## src/rtl/tac_pkg.sv

```systemverilog
// shared constants, status codes and calibration rom for the thermistor converter
`default_nettype none

package tac_pkg;

  localparam int AdcW    = 10;  // raw reading width
  localparam int TempW   = 14;  // output temperature width
  localparam int StatW   = 2;   // clamp status width
  localparam int RomSize = 64;  // entries held in the rom
  localparam int IdxW    = 6;   // rom index width
  localparam int DegW    = 10;  // rom temperature width, signed
  localparam int SpanW   = 6;   // widest adc span between neighbor entries

  localparam int TABLE_ENTRIES_DEF = 64;
  localparam int FRACTION_BITS_DEF = 4;

  localparam logic [StatW-1:0] STATUS_IN    = 2'd0;
  localparam logic [StatW-1:0] STATUS_BELOW = 2'd1;
  localparam logic [StatW-1:0] STATUS_ABOVE = 2'd2;

  // ascending adc codes
  localparam logic [AdcW-1:0] ROM_ADC [RomSize] = '{
    10'd23,  10'd25,  10'd27,  10'd28,  10'd31,  10'd33,  10'd35,  10'd38,
    10'd41,  10'd44,  10'd48,  10'd52,  10'd56,  10'd61,  10'd66,  10'd71,
    10'd78,  10'd84,  10'd92,  10'd100, 10'd109, 10'd120, 10'd131, 10'd143,
    10'd156, 10'd171, 10'd187, 10'd205, 10'd224, 10'd245, 10'd268, 10'd293,
    10'd320, 10'd348, 10'd379, 10'd411, 10'd445, 10'd480, 10'd516, 10'd553,
    10'd591, 10'd628, 10'd665, 10'd702, 10'd737, 10'd770, 10'd801, 10'd830,
    10'd857, 10'd881, 10'd903, 10'd922, 10'd939, 10'd954, 10'd966, 10'd977,
    10'd985, 10'd993, 10'd999, 10'd1004, 10'd1008, 10'd1012, 10'd1016, 10'd1020
  };

  // matching temperatures in whole degrees
  localparam logic signed [DegW-1:0] ROM_DEG [RomSize] = '{
    10'sd300, 10'sd295, 10'sd290, 10'sd285, 10'sd280, 10'sd275, 10'sd270, 10'sd265,
    10'sd260, 10'sd255, 10'sd250, 10'sd245, 10'sd240, 10'sd235, 10'sd230, 10'sd225,
    10'sd220, 10'sd215, 10'sd210, 10'sd205, 10'sd200, 10'sd195, 10'sd190, 10'sd185,
    10'sd180, 10'sd175, 10'sd170, 10'sd165, 10'sd160, 10'sd155, 10'sd150, 10'sd145,
    10'sd140, 10'sd135, 10'sd130, 10'sd125, 10'sd120, 10'sd115, 10'sd110, 10'sd105,
    10'sd100, 10'sd95,  10'sd90,  10'sd85,  10'sd80,  10'sd75,  10'sd70,  10'sd65,
    10'sd60,  10'sd55,  10'sd50,  10'sd45,  10'sd40,  10'sd35,  10'sd30,  10'sd25,
    10'sd20,  10'sd15,  10'sd10,  10'sd5,   10'sd0,   -10'sd5,  -10'sd10, -10'sd15
  };

endpackage

`default_nettype wire

```

## src/rtl/tac_div.sv

```systemverilog
// restoring divider, one quotient bit per cycle, small divisor
`default_nettype none

module tac_div
  import tac_pkg::*;
#(
  parameter int QuotW = 13
) (
  input  wire logic                   clk_i,
  input  wire logic                   rst_ni,
  input  wire logic                   start_i,
  input  wire logic [QuotW+SpanW-1:0] dividend_i,  // top bits must be below divisor
  input  wire logic [SpanW-1:0]       divisor_i,
  output logic                        done_o,
  output logic [QuotW-1:0]            quot_o
);

  localparam int CntW = $clog2(QuotW + 1);

  logic [SpanW-1:0] rem_q, rem_d;
  logic [QuotW-1:0] dvd_q, dvd_d;
  logic [SpanW-1:0] dsr_q;
  logic [CntW-1:0]  cnt_q;
  logic             done_q;
  logic [SpanW:0]   trial;
  logic             fits;

  // shift in next dividend bit, subtract when it fits
  always_comb begin
    trial = {rem_q, dvd_q[QuotW-1]};
    fits  = trial >= {1'b0, dsr_q};
    if (fits) begin
      rem_d = SpanW'(trial - {1'b0, dsr_q});
    end else begin
      rem_d = trial[SpanW-1:0];
    end
    dvd_d = {dvd_q[QuotW-2:0], fits};
  end

  always_ff @(posedge clk_i or negedge rst_ni) begin
    if (!rst_ni) begin
      cnt_q  <= '0;
      done_q <= 1'b0;
      rem_q  <= '0;
      dvd_q  <= '0;
      dsr_q  <= '0;
    end else begin
      done_q <= 1'b0;
      if (start_i) begin
        rem_q <= dividend_i[QuotW+SpanW-1:QuotW];
        dvd_q <= dividend_i[QuotW-1:0];
        dsr_q <= divisor_i;
        cnt_q <= CntW'(QuotW);
      end else if (cnt_q != '0) begin
        rem_q  <= rem_d;
        dvd_q  <= dvd_d;
        cnt_q  <= cnt_q - 1'b1;
        done_q <= (cnt_q == CntW'(1));
      end
    end
  end

  assign done_o = done_q;
  assign quot_o = dvd_q;

endmodule

`default_nettype wire

```

## src/rtl/thermistor_adc_to_celsius.sv

```systemverilog
// thermistor adc reading to celsius converter: rom search, interpolation, serial divide
// usage:
//   s_axis carries one raw 10-bit adc reading per request in tdata[9:0]
//   m_axis returns one result per request: temperature in 1/16 degree
//   (two's complement) in tdata[13:0] and the clamp status in tuser[1:0]
//   (0 interpolated, 1 below first rom entry, 2 above last rom entry)
//   s_axis_tready is high only while the sequencer is idle
// sequence:
//   in-table readings pass the binary search, the multiply and sum states,
//   the divider start and wait states and the done state, then enter the
//   output register; the serial divider gives one quotient bit per cycle;
//   the next request is taken only once the done state has handed the
//   result to the output register
//   clamped readings skip search and divide and go straight to the done
//   state, from which the result enters the output register once it is free
// reset:
//   rst_ni clears the sequencer, the divider and the output register
// back-pressure:
//   the result waits in the output register while the next request is
//   taken; a newer result is held in the sequencer until m_axis_tready frees it
`default_nettype none

module thermistor_adc_to_celsius
  import tac_pkg::*;
#(
  parameter int TABLE_ENTRIES = TABLE_ENTRIES_DEF,
  parameter int FRACTION_BITS = FRACTION_BITS_DEF
) (
  input  wire logic        clk_i,
  input  wire logic        rst_ni,
  input  wire logic        s_axis_tvalid,
  output logic             s_axis_tready,
  input  wire logic [15:0] s_axis_tdata,   // [9:0] adc_value, rest zero
  output logic             m_axis_tvalid,
  input  wire logic        m_axis_tready,
  output logic [15:0]      m_axis_tdata,   // [13:0] temperature_q4, rest zero
  output logic [1:0]       m_axis_tuser    // [1:0] clamp_status
);

  // entries in use, clipped to the rom size and to at least two
  localparam int NUsed = (TABLE_ENTRIES > RomSize) ? RomSize :
                         (TABLE_ENTRIES < 2) ? 2 : TABLE_ENTRIES;
  localparam logic [IdxW-1:0] LastIdx = IdxW'(NUsed - 1);
  // scaled temperature and arithmetic widths
  localparam int SDegW = DegW + FRACTION_BITS;
  localparam int NumW  = SDegW + SpanW + 2;
  localparam int QuotW = SDegW - 1;
  localparam int ResW  = (SDegW > TempW) ? SDegW : TempW;

  typedef enum logic [2:0] {
    S_IDLE,
    S_SEARCH,
    S_MUL,
    S_SUM,
    S_DSTART,
    S_DWAIT,
    S_DONE
  } state_e;

  state_e                   state_q;
  logic [AdcW-1:0]          raw_q;
  logic [IdxW-1:0]          lo_q, hi_q;
  logic [SpanW-1:0]         span_q;
  logic signed [SDegW-1:0]  d0_q;
  logic signed [NumW-1:0]   prod_q;
  logic [QuotW+SpanW-1:0]   mag_q;
  logic                     neg_q;
  logic [TempW-1:0]         res_temp_q;
  logic [StatW-1:0]         res_stat_q;
  logic                     out_valid_q;
  logic [TempW-1:0]         out_temp_q;
  logic [StatW-1:0]         out_stat_q;

  logic [AdcW-1:0]          adc_in;
  logic [IdxW:0]            mid_sum;
  logic [IdxW-1:0]          mid;
  logic                     le_mid;
  logic [IdxW-1:0]          idx_m1;
  logic [AdcW-1:0]          a0, a1;
  logic signed [SDegW-1:0]  d0, d1;
  logic signed [SDegW:0]    delta;
  logic [SpanW-1:0]         span, xoff;
  logic signed [NumW-1:0]   num;
  logic signed [NumW-1:0]   num_abs;
  logic signed [ResW-1:0]   clamp_lo, clamp_hi;
  logic signed [ResW-1:0]   quot_s;
  logic                     div_start;
  logic                     div_done;
  logic [QuotW-1:0]         div_quot;
  logic                     out_free;

  assign adc_in = s_axis_tdata[AdcW-1:0];

  // binary search probe
  always_comb begin
    mid_sum = {1'b0, lo_q} + {1'b0, hi_q};
    mid     = mid_sum[IdxW:1];
    le_mid  = raw_q <= ROM_ADC[mid];
  end

  // segment values around the found entry
  always_comb begin
    idx_m1 = lo_q - 1'b1;
    a0     = ROM_ADC[idx_m1];
    a1     = ROM_ADC[lo_q];
    d0     = SDegW'(ROM_DEG[idx_m1]) <<< FRACTION_BITS;
    d1     = SDegW'(ROM_DEG[lo_q]) <<< FRACTION_BITS;
    delta  = (SDegW + 1)'(d1) - (SDegW + 1)'(d0);
    span   = SpanW'(a1 - a0);
    xoff   = SpanW'(raw_q - a0);
  end

  // numerator: start temperature times span plus the interpolated part
  always_comb begin
    num     = NumW'(d0_q) * NumW'($signed({1'b0, span_q})) + prod_q;
    num_abs = (num < 0) ? -num : num;
  end

  // clamp values and signed quotient
  always_comb begin
    clamp_lo = ResW'(ROM_DEG[0]) <<< FRACTION_BITS;
    clamp_hi = ResW'(ROM_DEG[LastIdx]) <<< FRACTION_BITS;
    quot_s   = $signed(ResW'({1'b0, div_quot}));
    if (neg_q) begin
      quot_s = -quot_s;
    end
  end

  assign div_start = (state_q == S_DSTART);
  assign out_free  = !out_valid_q || m_axis_tready;

  tac_div #(
    .QuotW(QuotW)
  ) u_div (
    .clk_i     (clk_i),
    .rst_ni    (rst_ni),
    .start_i   (div_start),
    .dividend_i(mag_q),
    .divisor_i (span_q),
    .done_o    (div_done),
    .quot_o    (div_quot)
  );

  // sequencer and output register
  always_ff @(posedge clk_i or negedge rst_ni) begin
    if (!rst_ni) begin
      state_q     <= S_IDLE;
      out_valid_q <= 1'b0;
      raw_q       <= '0;
      lo_q        <= '0;
      hi_q        <= '0;
      span_q      <= '0;
      d0_q        <= '0;
      prod_q      <= '0;
      mag_q       <= '0;
      neg_q       <= 1'b0;
      res_temp_q  <= '0;
      res_stat_q  <= STATUS_IN;
      out_temp_q  <= '0;
      out_stat_q  <= STATUS_IN;
    end else begin
      // taken result leaves unless a new one is loaded below
      if (out_valid_q && m_axis_tready && (state_q != S_DONE)) begin
        out_valid_q <= 1'b0;
      end
      case (state_q)
        S_IDLE: begin
          if (s_axis_tvalid) begin
            raw_q <= adc_in;
            lo_q  <= IdxW'(1);
            hi_q  <= LastIdx;
            if (adc_in < ROM_ADC[0]) begin
              res_temp_q <= clamp_lo[TempW-1:0];
              res_stat_q <= STATUS_BELOW;
              state_q    <= S_DONE;
            end else if (adc_in > ROM_ADC[LastIdx]) begin
              res_temp_q <= clamp_hi[TempW-1:0];
              res_stat_q <= STATUS_ABOVE;
              state_q    <= S_DONE;
            end else begin
              state_q <= S_SEARCH;
            end
          end
        end
        S_SEARCH: begin
          // first entry at or above the reading
          if (lo_q == hi_q) begin
            state_q <= S_MUL;
          end else if (le_mid) begin
            hi_q <= mid;
          end else begin
            lo_q <= mid + 1'b1;
          end
        end
        S_MUL: begin
          span_q  <= span;
          d0_q    <= d0;
          prod_q  <= NumW'($signed({1'b0, xoff})) * NumW'(delta);
          state_q <= S_SUM;
        end
        S_SUM: begin
          neg_q   <= num < 0;
          mag_q   <= num_abs[QuotW+SpanW-1:0];
          state_q <= S_DSTART;
        end
        S_DSTART: begin
          state_q <= S_DWAIT;
        end
        S_DWAIT: begin
          if (div_done) begin
            res_temp_q <= quot_s[TempW-1:0];
            res_stat_q <= STATUS_IN;
            state_q    <= S_DONE;
          end
        end
        S_DONE: begin
          if (out_free) begin
            out_valid_q <= 1'b1;
            out_temp_q  <= res_temp_q;
            out_stat_q  <= res_stat_q;
            state_q     <= S_IDLE;
          end
        end
        default: begin
          state_q <= S_IDLE;
        end
      endcase
    end
  end

  assign s_axis_tready = (state_q == S_IDLE);
  assign m_axis_tvalid = out_valid_q;
  assign m_axis_tdata  = {{(16 - TempW){1'b0}}, out_temp_q};
  assign m_axis_tuser  = out_stat_q;

endmodule

`default_nettype wire

```

## config.mk

```make
export PLATFORM = sky130hd
export DESIGN_NAME = thermistor_adc_to_celsius
export DESIGN_NICKNAME = d
export VERILOG_FILES = /design/src/rtl/tac_pkg.sv /design/src/rtl/tac_div.sv /design/src/rtl/thermistor_adc_to_celsius.sv
export SDC_FILE = /design/constraint.sdc
export NUM_CORES = 1
export LEC_CHECK = 0
export BUFFER_PORTS_ARGS = -buffer_cell sky130_fd_sc_hd__buf_2
export CAP_MARGIN = 30
export CORE_UTILIZATION = 55
export DETAILED_ROUTE_END_ITERATION = 16
export PLACE_DENSITY = 0.74
export SLEW_MARGIN = 5
export SYNTH_ARGS = -nofsm -noshare
export SYNTH_HDL_FRONTEND = slang
export SYNTH_SLANG_ARGS = --single-unit
```

## constraint.sdc

```tcl
create_clock -name clk_i -period 8.8 [get_ports clk_i]
set_input_delay 0.44 -clock clk_i [delete_from_list [all_inputs] [get_ports clk_i]]
set_output_delay 0.44 -clock clk_i [all_outputs]
set_load 0.02 [all_outputs]
```

==> out/qor.csv, run 1 <==
stage,metric,value,unit
timing,Final Hold Fails,3,
setup_path,critical path class,flip-flop to flip-flop,
global_route,largest net degree at the start of global routing,76,
setup_path,reg2reg end,prod_q[20]$_DFFE_PN0P_,
route,routed vias/inst,5.950,
setup_path,CP arrival,8.62,ns
floorplanning,Die Area,0.02956,sq mm
cells_and_area,Finished Cell Area,0.01717,sq mm
placed_design,Final GP Congestion,0.9188,
synth,sequential area share after synthesis,21.74,%
floorplanning,IO Count,40,
timing,clock skew,0.01287,ns
cells_and_area,area of the multi-input gates,0.01150,sq mm
synth,yosys warns,0,
clocking,"Reg clk slew, reported paths",0.07,ns
timing,Max Slew Vio Count,0,
floorplanning,core area,0.02809,sq mm
route,DR pass1 iterations,6,
cells_and_area,Register Area,0.003453,sq mm
clocking,# clock sinks,138,
clocking,Resize count post-CTS,0,
setup_path,Worst R2R Path Depth,31,
run_status,failing checks,hold timing,
cells_and_area,Filler Cell Count,2423,
setup_path,Reg-to-Reg Start,lo_q[1]$_DFFE_PN0P_,
synth,Synth area leaders,"dfrtp_1, ha_1, fa_1",
clocking,clock latency on the worst-skew pair,0.43,ns
global_route,GRT Resource Usage Total,27.49,%
route,vias post-DR,13810,
placed_design,PortBufs,31,
clocking,hold_buf cts,0,
synth,post-synthesis register bit count,138,
synth,Cells after Synth,1935,
synth,Mean Syn Cell Area,8.208,sq um
global_route,remaining global-route overflow,0,
clocking,H-tree depth,4,
timing,FMAX,120.0,MHz
route,DRT iter0 DRCs,1291,
synth,count of cell types in the netlist,73,
run_status,outcome,"finished, violations left",
setup_path,Critical Path End,prod_q[20]$_DFFE_PN0P_,
timing,Slew @ Worst Pin,1.016,ns
clocking,CTS tree,yes,
route,DRC,0,
hold_path,Worst Hold Class,primary input to async pin,
setup_path,R2R Setup Slk,0.47,ns
synth,Synth async-reset ratio,100.0,%
synth,most common flop cell mapped by yosys,dfrtp_1,
cells_and_area,final net count,2197,
placed_design,hpwl dp,29340,um
setup_path,"Req. time, crit path",9.09,ns
timing,final setup fails,0,
flow_run,Max-cap violations,0,
synth,Post-Synthesis Cell Area,0.01588,sq mm
cells_and_area,fin util,61.11,%
setup_path,startpoint types,flip-flop,
cells_and_area,layout cells sized above 1,8.239,%
timing,RSZ-0062 raised after global routing,false,
route,Final ANT Viol Nets,0,
setup_path,Critical Path Start,lo_q[1]$_DFFE_PN0P_,
global_route,first-pass GRT wire length,65270,um
synth,most frequent cell after synthesis,nand2_1,
timing,final setup TNS,0,ns
timing,period utilization,94.70,%
setup_path,CP Max Fanout,11,
placed_design,placed instance area,0.01648,sq mm
floorplanning,Initial Utilization,56.55,%
clocking,clk buf depth,2,
setup_path,Worst setup EP type,flip-flop,
clocking,Root Buffer,clkbuf_16,
timing,crit path time final,8.333,ns
setup_path,Critical Path Max Stage Delay,0.54,ns
floorplanning,height of the die,171.9,um
floorplanning,Row Count,61,
cells_and_area,"Area growth, synth to finish",8.075,%
timing,hold_ws,-0.004379,ns
route,WL final,39200,um
floorplanning,chip width,171.9,um
clocking,setup bufs post-CTS,0,
clocking,CTS buffer count,17,
global_route,vias in the first global route,13040,
setup_path,critical-path cell with the highest stage delay,fa_1,
route,routed wire length per instance,16.89,um
synth,top cell type's share of synthesized area,21.74,%
synth,post-synth top area cell,dfrtp_1,
synth,Post-synth top cells,"nand2_1, nor2_1, inv_1",
cells_and_area,Ant. Diodes,0,
synth,number of synthesized flops with an enable pin,0,
global_route,antenna violations before repair,0,
timing,Slew HR,31.79,%
-- cells by family after synthesis --
kind of cell             count (synthesis)  share of synthesized area (%)
flip-flops                             138                          21.74
adder cells (fa/ha/maj)                252                          24.29
other                                    2                        0.04728
XOR/XNOR                               104                          5.782
buffers and inverters                  264                          6.381
multiplexers                            48                          3.836
AO/OA/AOI/OAI                          485                          19.20
AND/OR/NAND/NOR                        642                          18.72
-- final cells by class --
cell class / count / share of cell area [%]
Multi-Input combinational cell: 1539 / 66.99
Clock inverter: 15 / 1.297
Inverter: 165 / 3.608
Sequential cell: 138 / 20.12
Timing Repair Buffer: 68 / 2.748
Tap cell: 378 / 2.755
Clock buffer: 17 / 2.478
-- worst max-delay path: cells and delay by family (launching register included) --
family                     cells  cell delay (ns)
buffers and inverters          8             1.05
xor gates and xnor gates       2             0.35
AOI/OAI and AO/OA             11             2.64
DFF                            1             0.39
adders and majority gates     10             3.76
-- stage by stage --
stage	hold slack, ns	std cells	worst slack [ns]
2_1_floorplan	0.1444	1941	0.005308
3_3_place_gp	0.4584	2285	0.5377
3_5_place_dp	0.4701	2287	0.3498
4_1_cts	0.009536	2319	0.3283
5_1_grt	0.04560	2320	0.01865
6_report	-0.004379	2320	0.4666
-- per-layer routing --
| metal | part of all wire, % | global-route usage, % | vias to the layer above |
|---|---|---|---|
| met4 | 2.0 | 7.734 | 0 |
| met5 | 0 | 0 | - |
| met2 | 48 | 44.85 | 379 |
| li1 | - | - | 6696 |
| met1 | 46 | 38.77 | 6664 |
| met3 | 4.6 | 2.701 | 66 |
-- worst min path at each step --
stage | slack [ns] | start | to
after detailed placement | 0.47 | rst_ni | prod_q[17]$_DFFE_PN0P_
after global routing | 0.05 | rst_ni | prod_q[20]$_DFFE_PN0P_
after floorplan | 0.14 | rst_ni | d0_q[10]$_DFFE_PN0P_
after global placement | 0.46 | res_stat_q[1]$_DFFE_PN0P_ | res_stat_q[1]$_DFFE_PN0P_
after CTS | 0.01 | rst_ni | prod_q[20]$_DFFE_PN0P_
final | -0.004 | rst_ni | prod_q[20]$_DFFE_PN0P_
-- registers in the layout (all words and copies together), names as in the netlist, 2 cells and up --
signal / cells
prod_q: 18
mag_q: 15
out_temp_q: 14
res_temp_q: 14
u_div.quot_o: 13
d0_q: 10
raw_q: 10
hi_q: 6
lo_q: 6
span_q: 6
u_div.dsr_q: 6
u_div.rem_q: 6
u_div.cnt_q: 4
state_q: 3
m_axis_tuser: 2
res_stat_q: 2
-- layout by cell type, fill, tap and decap left out, drive strengths merged, types with 32 or more instances in the layout --
| master | Yosys | routed |
|---|---|---|
| a21o | 32 | 32 |
| a21oi | 106 | 106 |
| a31oi | 33 | 33 |
| and2 | 55 | 55 |
| buf | 15 | 68 |
| dfrtp | 138 | 138 |
| fa | 95 | 95 |
| ha | 153 | 153 |
| inv | 162 | 172 |
| nand2 | 226 | 226 |
| nand3 | 46 | 46 |
| nor2 | 170 | 170 |
| nor3 | 40 | 40 |
| o21ai | 150 | 150 |
| xnor2 | 75 | 75 |
Power of run 1 is not shown: default switching activity piles up to over one toggle a cycle in this logic, so the estimate is an artifact.
==> run 2, diff against run 1 <==
--- a/config.mk
+++ b/config.mk
@@ -5,6 +5,7 @@
 export SDC_FILE = /design/constraint.sdc
 export NUM_CORES = 1
 export LEC_CHECK = 0
+export ABC_AREA = 1
 export BUFFER_PORTS_ARGS = -buffer_cell sky130_fd_sc_hd__buf_2
 export CAP_MARGIN = 30
 export CORE_UTILIZATION = 55
==> out/qor.csv, run 2 <==
stage,metric,value,unit,change
synth,most frequent cell after synthesis,nand2_1,,
route,Final ANT Viol Nets,0,,unchanged
cells_and_area,"leading cell type in the layout, fill and taps excluded",nand2_1,,
route,DRC,0,,unchanged
synth,Post-synth top cells,"nand2_1, inv_1, o21ai_0",,
cells_and_area,Ant. Diodes,0,,unchanged
synth,top cell type's share of synthesized area,21.41,%,-0.33 points
route,WL final,40640,um,+3.7%
placed_design,Final GP Congestion,0.9605,,+4.5%
cells_and_area,"Area growth, synth to finish",7.052,%,
setup_path,Worst R2R Path Depth,34,,+9.7%
global_route,antenna violations before repair,0,,unchanged
clocking,clk buf depth,2,,unchanged
timing,final setup TNS,0,ns,unchanged
timing,Final Hold Fails,0,,-3
clocking,Root Buffer,clkbuf_16,,
flow_run,Max-cap violations,0,,unchanged
timing,clock skew,0.01576,ns,+0.002891 ns
route,vias post-DR,14930,,+8.1%
setup_path,Reg-to-Reg Start,lo_q[1]$_DFFE_PN0P_,,
cells_and_area,"Most flops, register",prod_q,,
timing,crit path time final,8.033,ns,-0.3001 ns
cells_and_area,biggest regs,"prod_q: 18 flops, mag_q: 15 flops",,
floorplanning,Die Area,0.03001,sq mm,+1.5%
placed_design,PortBufs,31,,unchanged
timing,Slew @ Worst Pin,0.9671,ns,-0.04878 ns
clocking,"Reg clk slew, reported paths",0.07,ns,about the same
clocking,hold_buf cts,0,,unchanged
synth,Synth area leaders,"dfrtp_1, nand2_1, ha_1",,
cells_and_area,max reg flops,18,,unchanged
synth,sequential area share after synthesis,21.41,%,-0.33 points
synth,post-synthesis register bit count,138,,unchanged
synth,count of cell types in the netlist,63,,-14%
placed_design,hpwl dp,31710,um,+8.1%
cells_and_area,Filler Cell Count,2665,,+10%
clocking,clock latency on the worst-skew pair,0.43,ns,about the same
clocking,H-tree depth,4,,unchanged
setup_path,critical-path cell with the highest stage delay,fa_1,,
route,routed wire length per instance,15.03,um,-11%
global_route,vias in the first global route,14500,,+11%
setup_path,Critical Path Max Stage Delay,0.56,ns,+0.02 ns
global_route,GRT Resource Usage Total,28.10,%,+0.61 points
floorplanning,core area,0.02878,sq mm,+2.5%
floorplanning,chip width,173.2,um,+0.76%
global_route,largest net degree at the start of global routing,81,,+6.6%
timing,RSZ-0062 raised after global routing,false,,
setup_path,"Req. time, crit path",9.17,ns,+0.08 ns
run_status,outcome,finished clean,,
clocking,CTS buffer count,17,,unchanged
timing,Max Slew Vio Count,0,,unchanged
clocking,CTS tree,yes,,
setup_path,R2R Setup Slk,0.77,ns,+0.30 ns
timing,FMAX,124.5,MHz,+3.7%
synth,Post-Synthesis Cell Area,0.01613,sq mm,+1.6%
clocking,# clock sinks,138,,unchanged
floorplanning,Initial Utilization,56.04,%,-0.51 points
floorplanning,height of the die,173.2,um,+0.76%
synth,Cells after Synth,2291,,+18%
route,DR pass1 iterations,5,,-1
cells_and_area,final net count,2575,,+17%
synth,yosys warns,0,,unchanged
synth,Mean Syn Cell Area,7.040,sq um,-14%
synth,Synth async-reset ratio,100.0,%,unchanged
setup_path,startpoint types,flip-flop,,
floorplanning,IO Count,40,,unchanged
cells_and_area,layout cells sized above 1,6.940,%,-1.3 points
hold_path,Worst Hold Class,primary input to async pin,,
timing,Slew HR,35.37,%,+3.6 points
route,routed vias/inst,5.520,,-7.2%
route,DRT iter0 DRCs,1142,,-12%
synth,post-synth top area cell,dfrtp_1,,
setup_path,Worst setup EP type,flip-flop,,
global_route,remaining global-route overflow,0,,unchanged
global_route,first-pass GRT wire length,69570,um,+6.6%
setup_path,CP Max Fanout,12,,+1
synth,most common flop cell mapped by yosys,dfrtp_1,,
timing,final setup fails,0,,unchanged
setup_path,critical path class,flip-flop to flip-flop,,
cells_and_area,most frequent cells in the layout,"nand2_1, inv_1, o21ai_0, nor2_1, ha_1",,
setup_path,reg2reg end,prod_q[21]$_DFFE_PN0P_,,
clocking,Resize count post-CTS,0,,unchanged
clocking,setup bufs post-CTS,0,,unchanged
floorplanning,Row Count,62,,+1.6%
setup_path,CP arrival,8.40,ns,-0.22 ns
synth,number of synthesized flops with an enable pin,0,,unchanged
timing,period utilization,91.29,%,-3.4 points
-- run 2: cell count changes after synthesis, moves of 29 or more --
| cell | delta |
|---|---|
| xnor2_1 | -54 |
| a21o_1 | -29 |
| nand3_1 | +86 |
| nand2_1 | +362 |
| inv_1 | +220 |
| and2_1 | -55 |
| clkbuf_1 | -44 |
-- run 2: cells by family after synthesis --
| logic type | after synthesis | share of synthesized area [%] |
|---|---|---|
| AOI/OAI and AO/OA | 375 | 13.37 |
| muxes | 1 | 0.06981 |
| adders and majority gates | 248 | 23.66 |
| and+or+nand+nor | 1003 | 26.51 |
| other | 2 | 0.04656 |
| buffers and inverters | 462 | 11.31 |
| xor gates and xnor gates | 62 | 3.623 |
| DFF | 138 | 21.41 |
-- run 2: how the worst max path moves through the flow --
| stage | endpoint | cells past startpoint | slack [ns] | from |
|---|---|---|---|---|
| finish | prod_q[21]$_DFFE_PN0P_ | 34 | 0.77 | lo_q[1]$_DFFE_PN0P_ |
| global route | prod_q[21]$_DFFE_PN0P_ | 39 | 0.11 | lo_q[1]$_DFFE_PN0P_ |
| CTS | prod_q[21]$_DFFE_PN0P_ | 34 | 0.85 | lo_q[1]$_DFFE_PN0P_ |
| detailed placement | prod_q[21]$_DFFE_PN0P_ | 34 | 0.88 | lo_q[1]$_DFFE_PN0P_ |
| global placement | prod_q[21]$_DFFE_PN0P_ | 34 | 0.95 | lo_q[1]$_DFFE_PN0P_ |
| floorplan | prod_q[17]$_DFFE_PN0P_ | 38 | 1.39 | lo_q[1]$_DFFE_PN0P_ |
-- run 2: layer usage --
metal / up-vias / track usage [%] / part of all wire (%)
met4: 0 / 7.264 / 1.8
met2: 426 / 48.15 / 48
met1: 7087 / 38.20 / 46
met3: 61 / 2.544 / 4.5
li1: 7353 / - / -
met5: - / 0 / 0
-- run 2: cell type report --
| class | count | area [sq um] | share of cell area (%) |
|---|---|---|---|
| timing repair buffer | 61 | 384.1 | 2.225 |
| clock buffer | 17 | 425.4 | 2.464 |
| multi-input combinational | 1697 | 10880 | 63.01 |
| inverter | 392 | 1474 | 8.536 |
| sequential | 138 | 3453 | 20.00 |
| clock inverter | 15 | 170.2 | 0.9855 |
| tap | 384 | 480.5 | 2.783 |
-- run 2: per-stage QoR --
stage	setup WS [ns]	instances	hold WS [ns]	instance area [sq um]	util, %
after floorplan	1.386	2297	0.1444	16150	-
after global placement	0.9454	2669	0.4616	16650	57.86
after detailed placement	0.8835	2670	0.4673	16660	57.88
after CTS	0.8534	2702	0.07813	17250	59.95
after global routing	0.1095	2704	0.1030	17270	59.99
final	0.7667	2704	0.05247	17270	59.99
-- run 2: critical path: cells and delay by family, from the launching register on --
family                   cells  cell delay [ns]
buffers and inverters        6             0.69
AO/OA/AOI/OAI                8             1.45
AND/OR/NAND/NOR             10             1.13
flip-flops                   1             0.38
XOR/XNOR                     1             0.33
adder cells (fa/ha/maj)      9             4.00
Power of run 2 is left out for the same reason.
